## config.mk

```make
export PLATFORM = sky130hd
export DESIGN_NAME = fdsc_front
export DESIGN_NICKNAME = d
export VERILOG_FILES = /design/src/sv/fdsc_pkg.sv /design/src/sv/fdsc_front.sv
export SDC_FILE = /design/constraint.sdc
export NUM_CORES = 1
export LEC_CHECK = 0
export BUFFER_PORTS_ARGS = -buffer_cell sky130_fd_sc_hd__buf_2
export CORE_MARGIN = 3
export CORE_UTILIZATION = 60
export CTS_CLUSTER_DIAMETER = 100
export CTS_CLUSTER_SIZE = 16
export DETAILED_ROUTE_END_ITERATION = 8
export GPL_TIMING_DRIVEN = 1
export PLACE_DENSITY_LB_ADDON = 0.2
export SYNTH_ARGS = -nofsm -noshare
export SYNTH_HDL_FRONTEND = slang
export SYNTH_SLANG_ARGS = --single-unit
```

## constraint.sdc

```tcl
create_clock -name clk_i -period 11.3 [get_ports clk_i]
set_clock_uncertainty 0.2 [all_clocks]
set_input_delay 1.13 -clock clk_i [delete_from_list [all_inputs] [get_ports clk_i]]
set_output_delay 1.13 -clock clk_i [all_outputs]
set_load 0.1 [all_outputs]
```

## src/sv/fdsc_pkg.sv

```systemverilog
// ----------------------------------------------------------------------------
// fdsc_pkg
// Shared constants, types and the luma function of the still-frame counter.
// ----------------------------------------------------------------------------
package fdsc_pkg;

  // frame geometry and derived widths
  localparam int unsigned FramePixels = 76800;
  localparam int unsigned AddrW       = (FramePixels > 1) ? $clog2(FramePixels) : 1;
  localparam int unsigned PosW        = $clog2(FramePixels + 1);

  // luma arithmetic: weights sum to 2^14, max sum fits in 22 bits
  localparam int unsigned LumaW       = 22;
  localparam int unsigned LumaShift   = 14;
  localparam logic [13:0] WeightBlue  = 14'd1868;
  localparam logic [13:0] WeightGreen = 14'd9617;
  localparam logic [13:0] WeightRed   = 14'd4899;
  localparam logic [LumaW-1:0] LumaRound = LumaW'(8192);

  // queue between front and back
  localparam int unsigned QueueDepth = 4;
  localparam int unsigned QueuePtrW  = $clog2(QueueDepth);

  // one classified pixel on its way to the back end
  typedef struct packed {
    logic [7:0]       gray;
    logic [AddrW-1:0] addr;
    logic             in_range;
    logic             baseline;
    logic             frame_end;
    logic             chunk_start;
  } pix_t;

  // one per-frame report
  typedef struct packed {
    logic [31:0] still_frame_count;
    logic        baseline_frame;
    logic        motion_seen;
    logic [7:0]  max_difference;
  } result_t;

  // fixed-point gray from bgr, rounded
  function automatic logic [7:0] luma(input logic [7:0] b, input logic [7:0] g,
                                      input logic [7:0] r);
    logic [LumaW-1:0] sum;
    sum = LumaW'(WeightBlue) * LumaW'(b) + LumaW'(WeightGreen) * LumaW'(g)
        + LumaW'(WeightRed) * LumaW'(r) + LumaRound;
    return sum[LumaShift +: 8];
  endfunction

endpackage

```

## src/sv/fdsc_front.sv

```systemverilog
// ----------------------------------------------------------------------------
// fdsc_front
// Accepts pixels, converts to gray and tags position and baseline status.
// ----------------------------------------------------------------------------
module fdsc_front import fdsc_pkg::*; (
  input  logic        clk_i,
  input  logic        rst_ni,
  input  logic        s_axis_tvalid,
  output logic        s_axis_tready,
  input  logic [23:0] s_axis_tdata,   // blue [7:0], green [15:8], red [23:16]
  input  logic        s_axis_tlast,   // frame_end
  input  logic        s_axis_tuser,   // chunk_start
  input  logic        full_i,
  output logic        push_o,
  output pix_t        item_o
);

  logic [PosW-1:0] pos_q, pos_d;
  logic            base_q, base_d;
  logic            accept;
  logic            in_range;
  logic            baseline;

  assign s_axis_tready = ~full_i;
  assign accept        = s_axis_tvalid & ~full_i;
  assign in_range      = pos_q < PosW'(FramePixels);
  assign baseline      = base_q | s_axis_tuser;

  // classified word for the queue
  always_comb begin
    item_o.gray        = luma(s_axis_tdata[7:0], s_axis_tdata[15:8], s_axis_tdata[23:16]);
    item_o.addr        = pos_q[AddrW-1:0];
    item_o.in_range    = in_range;
    item_o.baseline    = baseline;
    item_o.frame_end   = s_axis_tlast;
    item_o.chunk_start = s_axis_tuser;
  end

  assign push_o = accept;

  // position and baseline tracking
  always_comb begin
    pos_d  = pos_q;
    base_d = base_q;
    if (accept) begin
      if (s_axis_tlast) begin
        pos_d  = '0;
        base_d = 1'b0;
      end else begin
        base_d = baseline;
        if (in_range) begin
          pos_d = pos_q + PosW'(1);
        end
      end
    end
  end

  always_ff @(posedge clk_i or negedge rst_ni) begin
    if (!rst_ni) begin
      pos_q  <= '0;
      base_q <= 1'b1;
    end else begin
      pos_q  <= pos_d;
      base_q <= base_d;
    end
  end

endmodule

```

==> out/results.tsv <==
metric	value	unit
Max H-tree Level	1	
fraction of registers with async set/reset	1.00	
vias in the first global route	4822	
Synth Register Bits	18	
Post-CTS Setup Bufs	0	
Hold Fails Final Rpt	0	
Slew @ Worst Pin	826	ps
clock buffer depth	2	
Synth Warn #	0	
Yosys top cell by area	ha_1	
most frequent cells in the layout	inv_1 (205), ha_1 (143), fa_1 (87), buf_2 (60), nor2_1 (27)	
WP data required	9970	ps
Layout area overhead	7.79	%
critical path arrival	8610	ps
DRC	0	
CTS tree	done	
fin crit share	0.879	
CTS root buf	clkbuf_8	
Crit Path Class	input pin to output port	
Starting DRT DRC Count	232	
Synth Area in XOR/XNOR	0.0427	
PostCTS Resize Cnt	0	
CP top delay family	adder cells	
Initial Util	0.623	
Synth area leaders	ha_1 (29%), fa_1 (28%), inv_1 (13%)	
largest net degree at the start of global routing	19	
gpl congestion	0.942	
Final setup viols	0	
clock sink total	18	
Hold Crit Class	flop to flop	
Max FO, Critical Path	6	
worst path bufs/invs	6	
DP HPWL	11.5	mm
layout cell share with drive strength beyond 1	0.104	
CORE AREA	9860	µm²
crit path time final	9940	ps
status	finished, final reports clean	
CP max stage delay	560	ps
DIE AREA	11500	µm²
gr ovfl total	0	
Synth top area share	0.291	
highest clock rate	101	MHz
wire length per cell	14.7	µm
Synth Net Count	933	
final slew viol count	0	
first-pass GRT wire length	21.4	mm
nets@finish	991	
Die H	107	µm
Synth Area in Compound Gates	0.0914	
I/O Buffers	60	
Routed Antenna Nets	0	
via/cell ratio	5.38	
clk slew on worst S/H paths	80	ps
adder-cell area share of the yosys netlist	0.574	
Die Span X	107	µm
post-synthesis mux area share	0.00488	
synthesized area per cell	9.14	µm²
Post-Syn Area	6150	µm²
critical path startpoint category	input pin	
Slew HR	0.447	
GRT met2 Usage	0.396	
initial antenna violation count	0	
CP endpoint kind	output port	
Synth cell types	52	
CTS Buf Count	3	
Boundary Pins	61	
Clock Latency Late Sink	260	ps
Gate Count Post-Synth	673	
crit path max-delay cell type	fa_1	
met3 Use GR	0.0157	
commonest non-fill, non-tap cell in the layout	inv_1	
GRT Max-Usage Layer	met2	
FP Rows	36	
setup_tns	0	ps
largest family of logic cells by synthesized area	adder cells	
gr usage total	0.230	
Seq/Total Area, Yosys	0.0734	
GR Layer Usage met1	0.327	
Post-synth EDFFs	0	
Initial DRT Pass Iterations	5	
Hold Buf Count CTS	0	
Post-Synth Simple-Gate Area	0.0814	
n_diodes	0	
top_reg_cell synth	dfrtp_1	
DR vias	4647	
max-cap viol count	0	
final WL	12.7	mm
unrepaired setup endpoints after global routing	false	
==> flip-flops by register name, indices dropped and copies added, names as in the netlist <==
name	count
pos_q	17
base_q	1
==> cells by family (layout without fill, tap and decap cells) <==
kind of cell,after synthesis,after routing
flip-flops,18,18
adder cells (fa/ha/maj),230,230
AO/OA/AOI/OAI,79,79
multiplexers,3,3
XOR/XNOR,30,30
AND/OR/NAND/NOR,101,101
buffers and inverters,212,269
==> synth_stat cells, types with 2 or more instances <==
| cell type | count |
|---|---|
| a2111oi_0 | 2 |
| a211oi_1 | 4 |
| a21o_1 | 12 |
| a21oi_1 | 16 |
| a221o_1 | 2 |
| a22oi_1 | 3 |
| a31oi_1 | 5 |
| and2_1 | 2 |
| and3_1 | 7 |
| and4_1 | 2 |
| buf_4 | 4 |
| clkbuf_1 | 2 |
| dfrtp_1 | 17 |
| fa_1 | 87 |
| ha_1 | 143 |
| inv_1 | 205 |
| mux2i_1 | 3 |
| nand2_1 | 24 |
| nand3_1 | 9 |
| nand4_1 | 8 |
| nor2_1 | 27 |
| nor2b_1 | 2 |
| nor3_1 | 7 |
| nor4_1 | 2 |
| o2111ai_1 | 2 |
| o211ai_1 | 3 |
| o21a_1 | 2 |
| o21ai_0 | 16 |
| or2_2 | 4 |
| xnor2_1 | 15 |
| xor2_1 | 15 |
==> layer usage <==
layer  vias up  part of all wire
met2       123              0.49
met4         0             0.011
met1      2258              0.45
met5         -                 0
li1       2251                 -
met3        15             0.051
==> tightest hold or removal path, delay by kind of cell, from the launching register on <==
family,cells,cell delay (ps)
flip-flops,1,400
AND/OR/NAND/NOR,1,60
AO/OA/AOI/OAI,1,60
==> stage by stage <==
step           setup WS, ps  utilization  cell area, µm²  cells  hold slack, ps
3_5_place_dp           1410        0.666            6570    859             349
6_report               1360        0.672            6630    863             356
4_1_cts                1380        0.672            6630    863             366
3_3_place_gp           1620        0.666            6570    859             324
2_1_floorplan           454            -            6150    673             388
5_1_grt                 980        0.672            6630    863             398
==> cell type report <==
class	instances	area [µm²]
flip-flops and latches	18	452
clock buffers	4	55.1
repair buffers	60	300
fillers	799	3240
well taps	133	166
inverters	205	769
multi-input cells	443	4890
==> worst paths after layout <==
kind,startpoint,to,slack [ps],cells after the start
min in group asynchronous,rst_ni,pos_q[1]$_DFFE_PN0P_,590,1
max reg2reg,pos_q[10]$_DFFE_PN0P_,pos_q[14]$_DFFE_PN0P_,9030,6
min,pos_q[4]$_DFFE_PN0P_,pos_q[4]$_DFFE_PN0P_,360,2
min reg2reg,pos_q[4]$_DFFE_PN0P_,pos_q[4]$_DFFE_PN0P_,360,2
max in group asynchronous,rst_ni,base_q$_DFFE_PN1P_,9990,1
max,s_axis_tdata[5],item_o[28],1360,28
Power is left out: the tool's default activity adds up to more than one toggle a clock period on the data nets, which glitch-free logic cannot reach.
