===== src/sv/fdsc_pkg.sv =====
// ----------------------------------------------------------------------------
// fdsc_pkg
// Shared constants, types and the luma function of the still-frame counter.
// ----------------------------------------------------------------------------
package fdsc_pkg;

  // frame geometry and derived widths
  localparam int unsigned FramePixels = 76800;
  localparam int unsigned AddrW       = (FramePixels > 1) ? $clog2(FramePixels) : 1;
  localparam int unsigned PosW        = $clog2(FramePixels + 1);

  // luma arithmetic: weights sum to 2^14, max sum fits in 22 bits
  localparam int unsigned LumaW       = 22;
  localparam int unsigned LumaShift   = 14;
  localparam logic [13:0] WeightBlue  = 14'd1868;
  localparam logic [13:0] WeightGreen = 14'd9617;
  localparam logic [13:0] WeightRed   = 14'd4899;
  localparam logic [LumaW-1:0] LumaRound = LumaW'(8192);

  // queue between front and back
  localparam int unsigned QueueDepth = 4;
  localparam int unsigned QueuePtrW  = $clog2(QueueDepth);

  // one classified pixel on its way to the back end
  typedef struct packed {
    logic [7:0]       gray;
    logic [AddrW-1:0] addr;
    logic             in_range;
    logic             baseline;
    logic             frame_end;
    logic             chunk_start;
  } pix_t;

  // one per-frame report
  typedef struct packed {
    logic [31:0] still_frame_count;
    logic        baseline_frame;
    logic        motion_seen;
    logic [7:0]  max_difference;
  } result_t;

  // fixed-point gray from bgr, rounded
  function automatic logic [7:0] luma(input logic [7:0] b, input logic [7:0] g,
                                      input logic [7:0] r);
    logic [LumaW-1:0] sum;
    sum = LumaW'(WeightBlue) * LumaW'(b) + LumaW'(WeightGreen) * LumaW'(g)
        + LumaW'(WeightRed) * LumaW'(r) + LumaRound;
    return sum[LumaShift +: 8];
  endfunction

endpackage


===== src/sv/fdsc_queue.sv =====
// ----------------------------------------------------------------------------
// fdsc_queue
// Short fifo of classified pixels between the front and the back end.
// ----------------------------------------------------------------------------
module fdsc_queue import fdsc_pkg::*; (
  input  logic clk_i,
  input  logic rst_ni,
  input  logic push_i,
  input  pix_t item_i,
  output logic full_o,
  input  logic pop_i,
  output logic empty_o,
  output pix_t head_o
);

  pix_t                 entry_q [QueueDepth];
  logic [QueuePtrW-1:0] wptr_q, rptr_q;
  logic [QueuePtrW:0]   cnt_q, cnt_d;

  assign full_o  = cnt_q == (QueuePtrW+1)'(QueueDepth);
  assign empty_o = cnt_q == '0;
  assign head_o  = entry_q[rptr_q];

  // storage
  always_ff @(posedge clk_i) begin
    if (push_i) begin
      entry_q[wptr_q] <= item_i;
    end
  end

  // occupancy
  always_comb begin
    cnt_d = cnt_q;
    if (push_i && !pop_i) begin
      cnt_d = cnt_q + (QueuePtrW+1)'(1);
    end else if (pop_i && !push_i) begin
      cnt_d = cnt_q - (QueuePtrW+1)'(1);
    end
  end

  always_ff @(posedge clk_i or negedge rst_ni) begin
    if (!rst_ni) begin
      wptr_q <= '0;
      rptr_q <= '0;
      cnt_q  <= '0;
    end else begin
      cnt_q <= cnt_d;
      if (push_i) begin
        wptr_q <= wptr_q + QueuePtrW'(1);
      end
      if (pop_i) begin
        rptr_q <= rptr_q + QueuePtrW'(1);
      end
    end
  end

endmodule


===== config.mk =====
export PLATFORM = sky130hd
export DESIGN_NAME = fdsc_queue
export DESIGN_NICKNAME = d
export VERILOG_FILES = /design/src/sv/fdsc_pkg.sv /design/src/sv/fdsc_queue.sv
export SDC_FILE = /design/constraint.sdc
export NUM_CORES = 1
export LEC_CHECK = 0
export ABC_AREA = 1
export BUFFER_PORTS_ARGS = -buffer_cell sky130_fd_sc_hd__buf_4
export CAP_MARGIN = 20
export CORE_MARGIN = 10
export CORE_UTILIZATION = 50
export CTS_BUF_LIST = sky130_fd_sc_hd__clkbuf_8 sky130_fd_sc_hd__clkbuf_16
export CTS_CLUSTER_SIZE = 8
export DETAILED_ROUTE_END_ITERATION = 10
export PLACE_DENSITY = 0.7
export SKIP_LAST_GASP = 1
export SLEW_MARGIN = 15
export SYNTH_ARGS = -nofsm -noshare
export SYNTH_HDL_FRONTEND = slang
export SYNTH_SLANG_ARGS = --single-unit

===== constraint.sdc =====
create_clock -name clk_i -period 1.87 [get_ports clk_i]
set_input_delay 0 -clock clk_i [delete_from_list [all_inputs] [get_ports clk_i]]
set_output_delay 0 -clock clk_i [all_outputs]
set_load 0.03 [all_outputs]

==> metrics.cfg, run 1 <==
[pwr]
power_density_nw_per_um2 = 1770
cellLeakagePower_uw = 0.00285
peakVddDrop_mv = 0.993

[sta]
skew_ns = 0.00639
fin_crit_ns = 1.80
slew_viol_final = 0
max_slew_margin_pct = 73.0
timing.final.crit_share_pct = 96.1
timing_hold_violations_final = 0
timing.fmax_mhz = 557
rsz0062_at_grt = no
setup_violations = 0
tns_ns = 0
worst_pin_slew_ns = 0.404

[placement]
port_buffers = 63
gp_congestion = 0.744
hpwl_um = 6410
place_area_um2 = 5780

[routing]
wl_per_cell_um = 16.3
dr.pass1.iters = 4
vias_per_cell = 4.93
drt_wl_total_um = 10500
vias = 3184
drc = 0
antenna_left = 0
drt-initial-drc-count = 179

[worst_setup_path]
r2r_slack_ns = 0.27
crit_fanout = 18
worstPathCellList = buf_4 -> o211ai_1 -> nand2_1 -> buf_4
crit_slowest_cell = dfrtp_4
cpPeakStageDelay_ns = 0.57
worst_ep_required_time_ns = 1.87
worst_ep_arrival_time_ns = 1.80
crit_family = flip-flops
criticalPathCategory = register to primary output
path_common_cell = buf_4
start_kind = register
critPathBufInv = 2
endpoint_kind = primary output

[clock_network]
insertion_delay_ns = 0.50
cts_tree = yes
cts_sinks = 123
clockBufferDepth = 2
cts_made_buffers = 17
path_clk_slew_ns = 0.06
cts_root_buf = clkbuf_8
htreeDepth = 4

[die]
io_pins = 64
core_area_um2 = 9860
fp-row-count = 36
die_h_um = 121
die_area_um2 = 14600
initial_core_util_pct = 51.7
die_width_um = 121

[global_routing]
grt_pass1_vias = 3442
grt_max_degree = 37
grt_pass1_wl_um = 17200
grt_overflow_total = 0
gr-usage-all-layers_pct = 15.1
grt_antenna_before_repair = 0

[yosys]
synthesis.area_um2 = 5100
syn_avg_cell_area_um2 = 13.2
ys_types = 20
yosys.area.top_type = edfxtp_1
ys_seq_area_share_pct = 71.7
synth_fp_nets = 425
ys_warn_count = 0
yosys-top-cells-area = edfxtp_1, nand2_1, o211ai_1
synth_seq_cells = 123
yosys.area.top_type_share_pct = 68.3
synth_cells = 386

[layout]
final_common_cell = edfxtp_1
drive_above_1_share_pct = 25.5
antenna_cells = 0
mostFrequentLayoutCells = edfxtp_1, nand2_1, buf_4, inv_1, o211ai_1
stdcell_area_um2 = 6780
nNetsFinal = 539
area_growth_pct = 33.0

[job]
drv_cap = 0

[status]
status = complete, no violations

[worst_hold_path]
hp-class = primary input to register

[cells in the mapped netlist (all sizes together)]
| master | instances |
|---|---|
| edfxtp | 116 |
| nand2 | 100 |
| inv | 70 |
| o211ai | 58 |
| buf | 18 |
| dfrtp | 7 |
| ha | 5 |
| xor2 | 3 |
| clkbuf | 2 |
| nor3 | 2 |
| fa | 1 |
| nand3 | 1 |
| nand4 | 1 |
| o21ai | 1 |
| xnor2 | 1 |
[where the power goes]
group,switching [µW],internal (µW)
registers,253,3630
clock network,1100,2410
logic,2950,1650
total,4300,7690
[worst paths after layout]
check / cells after the start / to / from
min in group asynchronous: 3 / cnt_q[1]$_DFFE_PN0P_ / rst_ni
max in group asynchronous: 3 / rptr_q[0]$_DFFE_PN0P_ / rst_ni
worst min-delay path: 2 / entry_q[3][12]$_DFFE_PP_ / item_i[12]
worst min register to register: 2 / cnt_q[2]$_DFFE_PN0P_ / cnt_q[2]$_DFFE_PN0P_
worst max register to register: 5 / entry_q[2][19]$_DFFE_PP_ / wptr_q[0]$_DFFE_PN0P_
worst max-delay path: 4 / head_o[1] / rptr_q[0]$_DFFE_PN0P_
[layer usage]
| metal | track usage [%] | part of all wire [%] | vias to the layer above |
|---|---|---|---|
| met5 | 0 | 0 | - |
| met4 | 6.79 | 2.0 | 0 |
| met3 | 5.40 | 6.4 | 18 |
| met2 | 25.3 | 51 | 106 |
| met1 | 17.0 | 41 | 1499 |
| li1 | - | - | 1561 |
[state kept, by name (all words and copies together) (netlist names)]
name,count
entry_q,116
cnt_q,3
rptr_q,2
wptr_q,2
[timing repair]
action / 4_1_cts / 5_1_grt
hold endpoints to repair: 129 / 0
setup buffers: 1 / 2
hold buffers: 33 / 0
pin swaps: 0 / 0
endpoints found under the setup margin: 15 / 7
resized for setup: 1 / 1
[kinds of logic (layout without fill, tap and decap cells)]
family                   Yosys count  after routing  share of synthesized area (%)
adder cells (fa/ha/maj)            6              6                           1.62
AO/OA/AOI/OAI                     59             59                           10.6
buffers and inverters             90            217                           7.58
flip-flops                       123            123                           71.7
XOR/XNOR                           4              4                          0.687
AND/OR/NAND/NOR                  104            104                           7.78
[layout make-up]
cell class | count | area (µm²)
clock buffers | 17 | 414
clock inverters | 15 | 229
fillers | 672 | 3080
inverters | 70 | 265
multi-input cells | 173 | 1050
flip-flops and latches | 123 | 3660
well taps | 133 | 166
repair buffers | 115 | 991
[stage by stage]
stage,utilization [%],total power [µW],hold WS (ns),std cells,setup WS [ns]
after floorplan,-,6840,-0.296,386,0.239
after global placement,58.6,8300,-0.180,578,0.369
after detailed placement,58.6,8400,-0.179,578,0.316
after CTS,68.6,12100,0.220,644,0.0296
after global routing,68.8,12600,0.223,646,0.00559
final,68.8,12000,0.240,646,0.0732
No activity file was read; power rests on OpenSTA's default activity.
==> run 2: changes to the inputs <==
Settings changed: CORE_UTILIZATION 50 to 57, PLACE_DENSITY 0.7 to 0.79.
==> run 2 against run 1 <==
Global-route usage grew 1.3 points. Critical path depth is the same. Register-to-register slack gained 0.08 ns. Utilization grew 8.2 points. Routed wire length shrank 1.7%. Fmax grew 1.2%. Cell area shrank 1.0%. Count of clock-buffer cells in the layout is the same. Worst hold slack lost 0.0013 ns. Sequential power is essentially flat. Non-clock buffer count shrank 4. Sequential cell count is the same.
==> metrics.cfg, run 2 (synthesized netlist as in run 1, its figures left out) <==
[worst_setup_path]
worst_ep_required_time_ns = 1.87
crit_path_start = rptr_q[0]$_DFFE_PN0P_
start_kind = register
endpoint_kind = primary output
worst_ep_arrival_time_ns = 1.78
r2r_start = wptr_q[0]$_DFFE_PN0P_
rr_worst_depth = 4
criticalPathCategory = register to primary output
crit_fanout = 34

[sta]
skew_ns = 0.00726
timing_hold_violations_final = 0
worst_hold_slack_ns = 0.239
slew_viol_final = 0
tns_ns = 0
setup_violations = 0
timing.final.crit_share_pct = 94.9
max_slew_margin_pct = 72.4
setup_ws_ns = 0.0947
timing.fmax_mhz = 563
rsz0062_at_grt = no
fin_crit_ns = 1.78
worst_pin_slew_ns = 0.413

[global_routing]
gr-usage-all-layers_pct = 16.4
grt_max_degree = 40
grt_pass1_vias = 3484
grt_antenna_before_repair = 0
grt_overflow_total = 0
grt.met2_usage_pct = 28.7
busiest_layer = met2
grt.met3_usage_pct = 5.03
met1_usage_pct = 17.0
grt_pass1_wl_um = 16600

[job]
drv_cap = 0

[layout]
regMostFlops = entry_q
nNetsFinal = 535
antenna_cells = 0
largestRegisters = entry_q (116), cnt_q (3)
area_growth_pct = 31.7
largest_register_ffs = 116
mostFrequentLayoutCells = edfxtp_1, nand2_1, buf_4, inv_1, o211ai_1
drive_above_1_share_pct = 25.9
final_common_cell = edfxtp_1

[pwr]
cellLeakagePower_uw = 0.00281
peakVddDrop_mv = 1.08
power_density_nw_per_um2 = 1760

[worst_hold_path]
hp-class = primary input to register
hold-path-cell-count = 3
min-delay-start = pop_i

[routing]
drt_wl_total_um = 10300
wl_per_cell_um = 16.8
dr.pass1.iters = 4
vias = 3195
antenna_left = 0
drt-initial-drc-count = 172
vias_per_cell = 5.18
drc = 0

[placement]
gp_congestion = 0.795
hpwl_um = 6310
port_buffers = 63
dp_slack_ns = 0.403

[clock_network]
path_clk_slew_ns = 0.06
cts_root_buf = clkbuf_8
cts_tree = yes
cts_made_buffers = 17
cts_sinks = 123
insertion_delay_ns = 0.51
htreeDepth = 4
clockBufferDepth = 2

[die]
fp-row-count = 34
die_h_um = 115
io_pins = 64
die_area_um2 = 13100
die_width_um = 115
initial_core_util_pct = 58.5
core_area_um2 = 8720

[status]
status = complete, no violations

run 2: per-stage QoR:
step                area (µm²)  utilization [%]  power, µW  std cells
floorplan                 5100                -       6840        386
global placement          5740             65.8       8220        550
detailed placement        5740             65.8       8350        550
CTS                       6700             76.8      11900        615
global route              6720             77.0      12400        617
finish                    6720             77.0      11800        617
run 2: path summary, 6_finish.rpt:
| path | end | slack, ns |
|---|---|---|
| max | head_o[9] | 0.09 |
| min in group asynchronous | wptr_q[1]$_DFFE_PN0P_ | 0.47 |
| min reg2reg | cnt_q[2]$_DFFE_PN0P_ | 0.53 |
| min | rptr_q[0]$_DFFE_PN0P_ | 0.24 |
| max in group asynchronous | rptr_q[0]$_DFFE_PN0P_ | 1.12 |
| max reg2reg | entry_q[3][28]$_DFFE_PP_ | 0.35 |
run 2: area by class of cell:
class	instances	area, µm²
Sequential cell	123	3660
Fill cell	485	2010
Multi-Input combinational cell	173	1050
Timing Repair Buffer	111	970
Clock buffer	17	414
Inverter	70	265
Clock inverter	15	214
Tap cell	108	135
run 2: per-layer routing:
metal,part of all wire [%],wire (µm)
met5,0,0
met3,5.4,561
met2,54,5580
met1,38,3970
met4,2.2,231
run 2: what timing repair did:
item	CTS	global route
hold endpoints to repair	129	0
endpoints found under the setup margin	1	4
resized for setup	1	1
hold buffers	33	0
setup buffers	0	2
run 2: power by group:
part           internal [µW]  switching [µW]  total (µW)
clock                   2190            1200        3400
combinational           1630            2910        4540
sequential              3630             238        3870
total                   7450            4360       11800
run 2: critical path, cell delays in order, from the launching register on:
cell      delay (ns)
dfrtp_4         0.55
buf_12          0.20
o211ai_1        0.24
nand2_1         0.09
buf_4           0.18
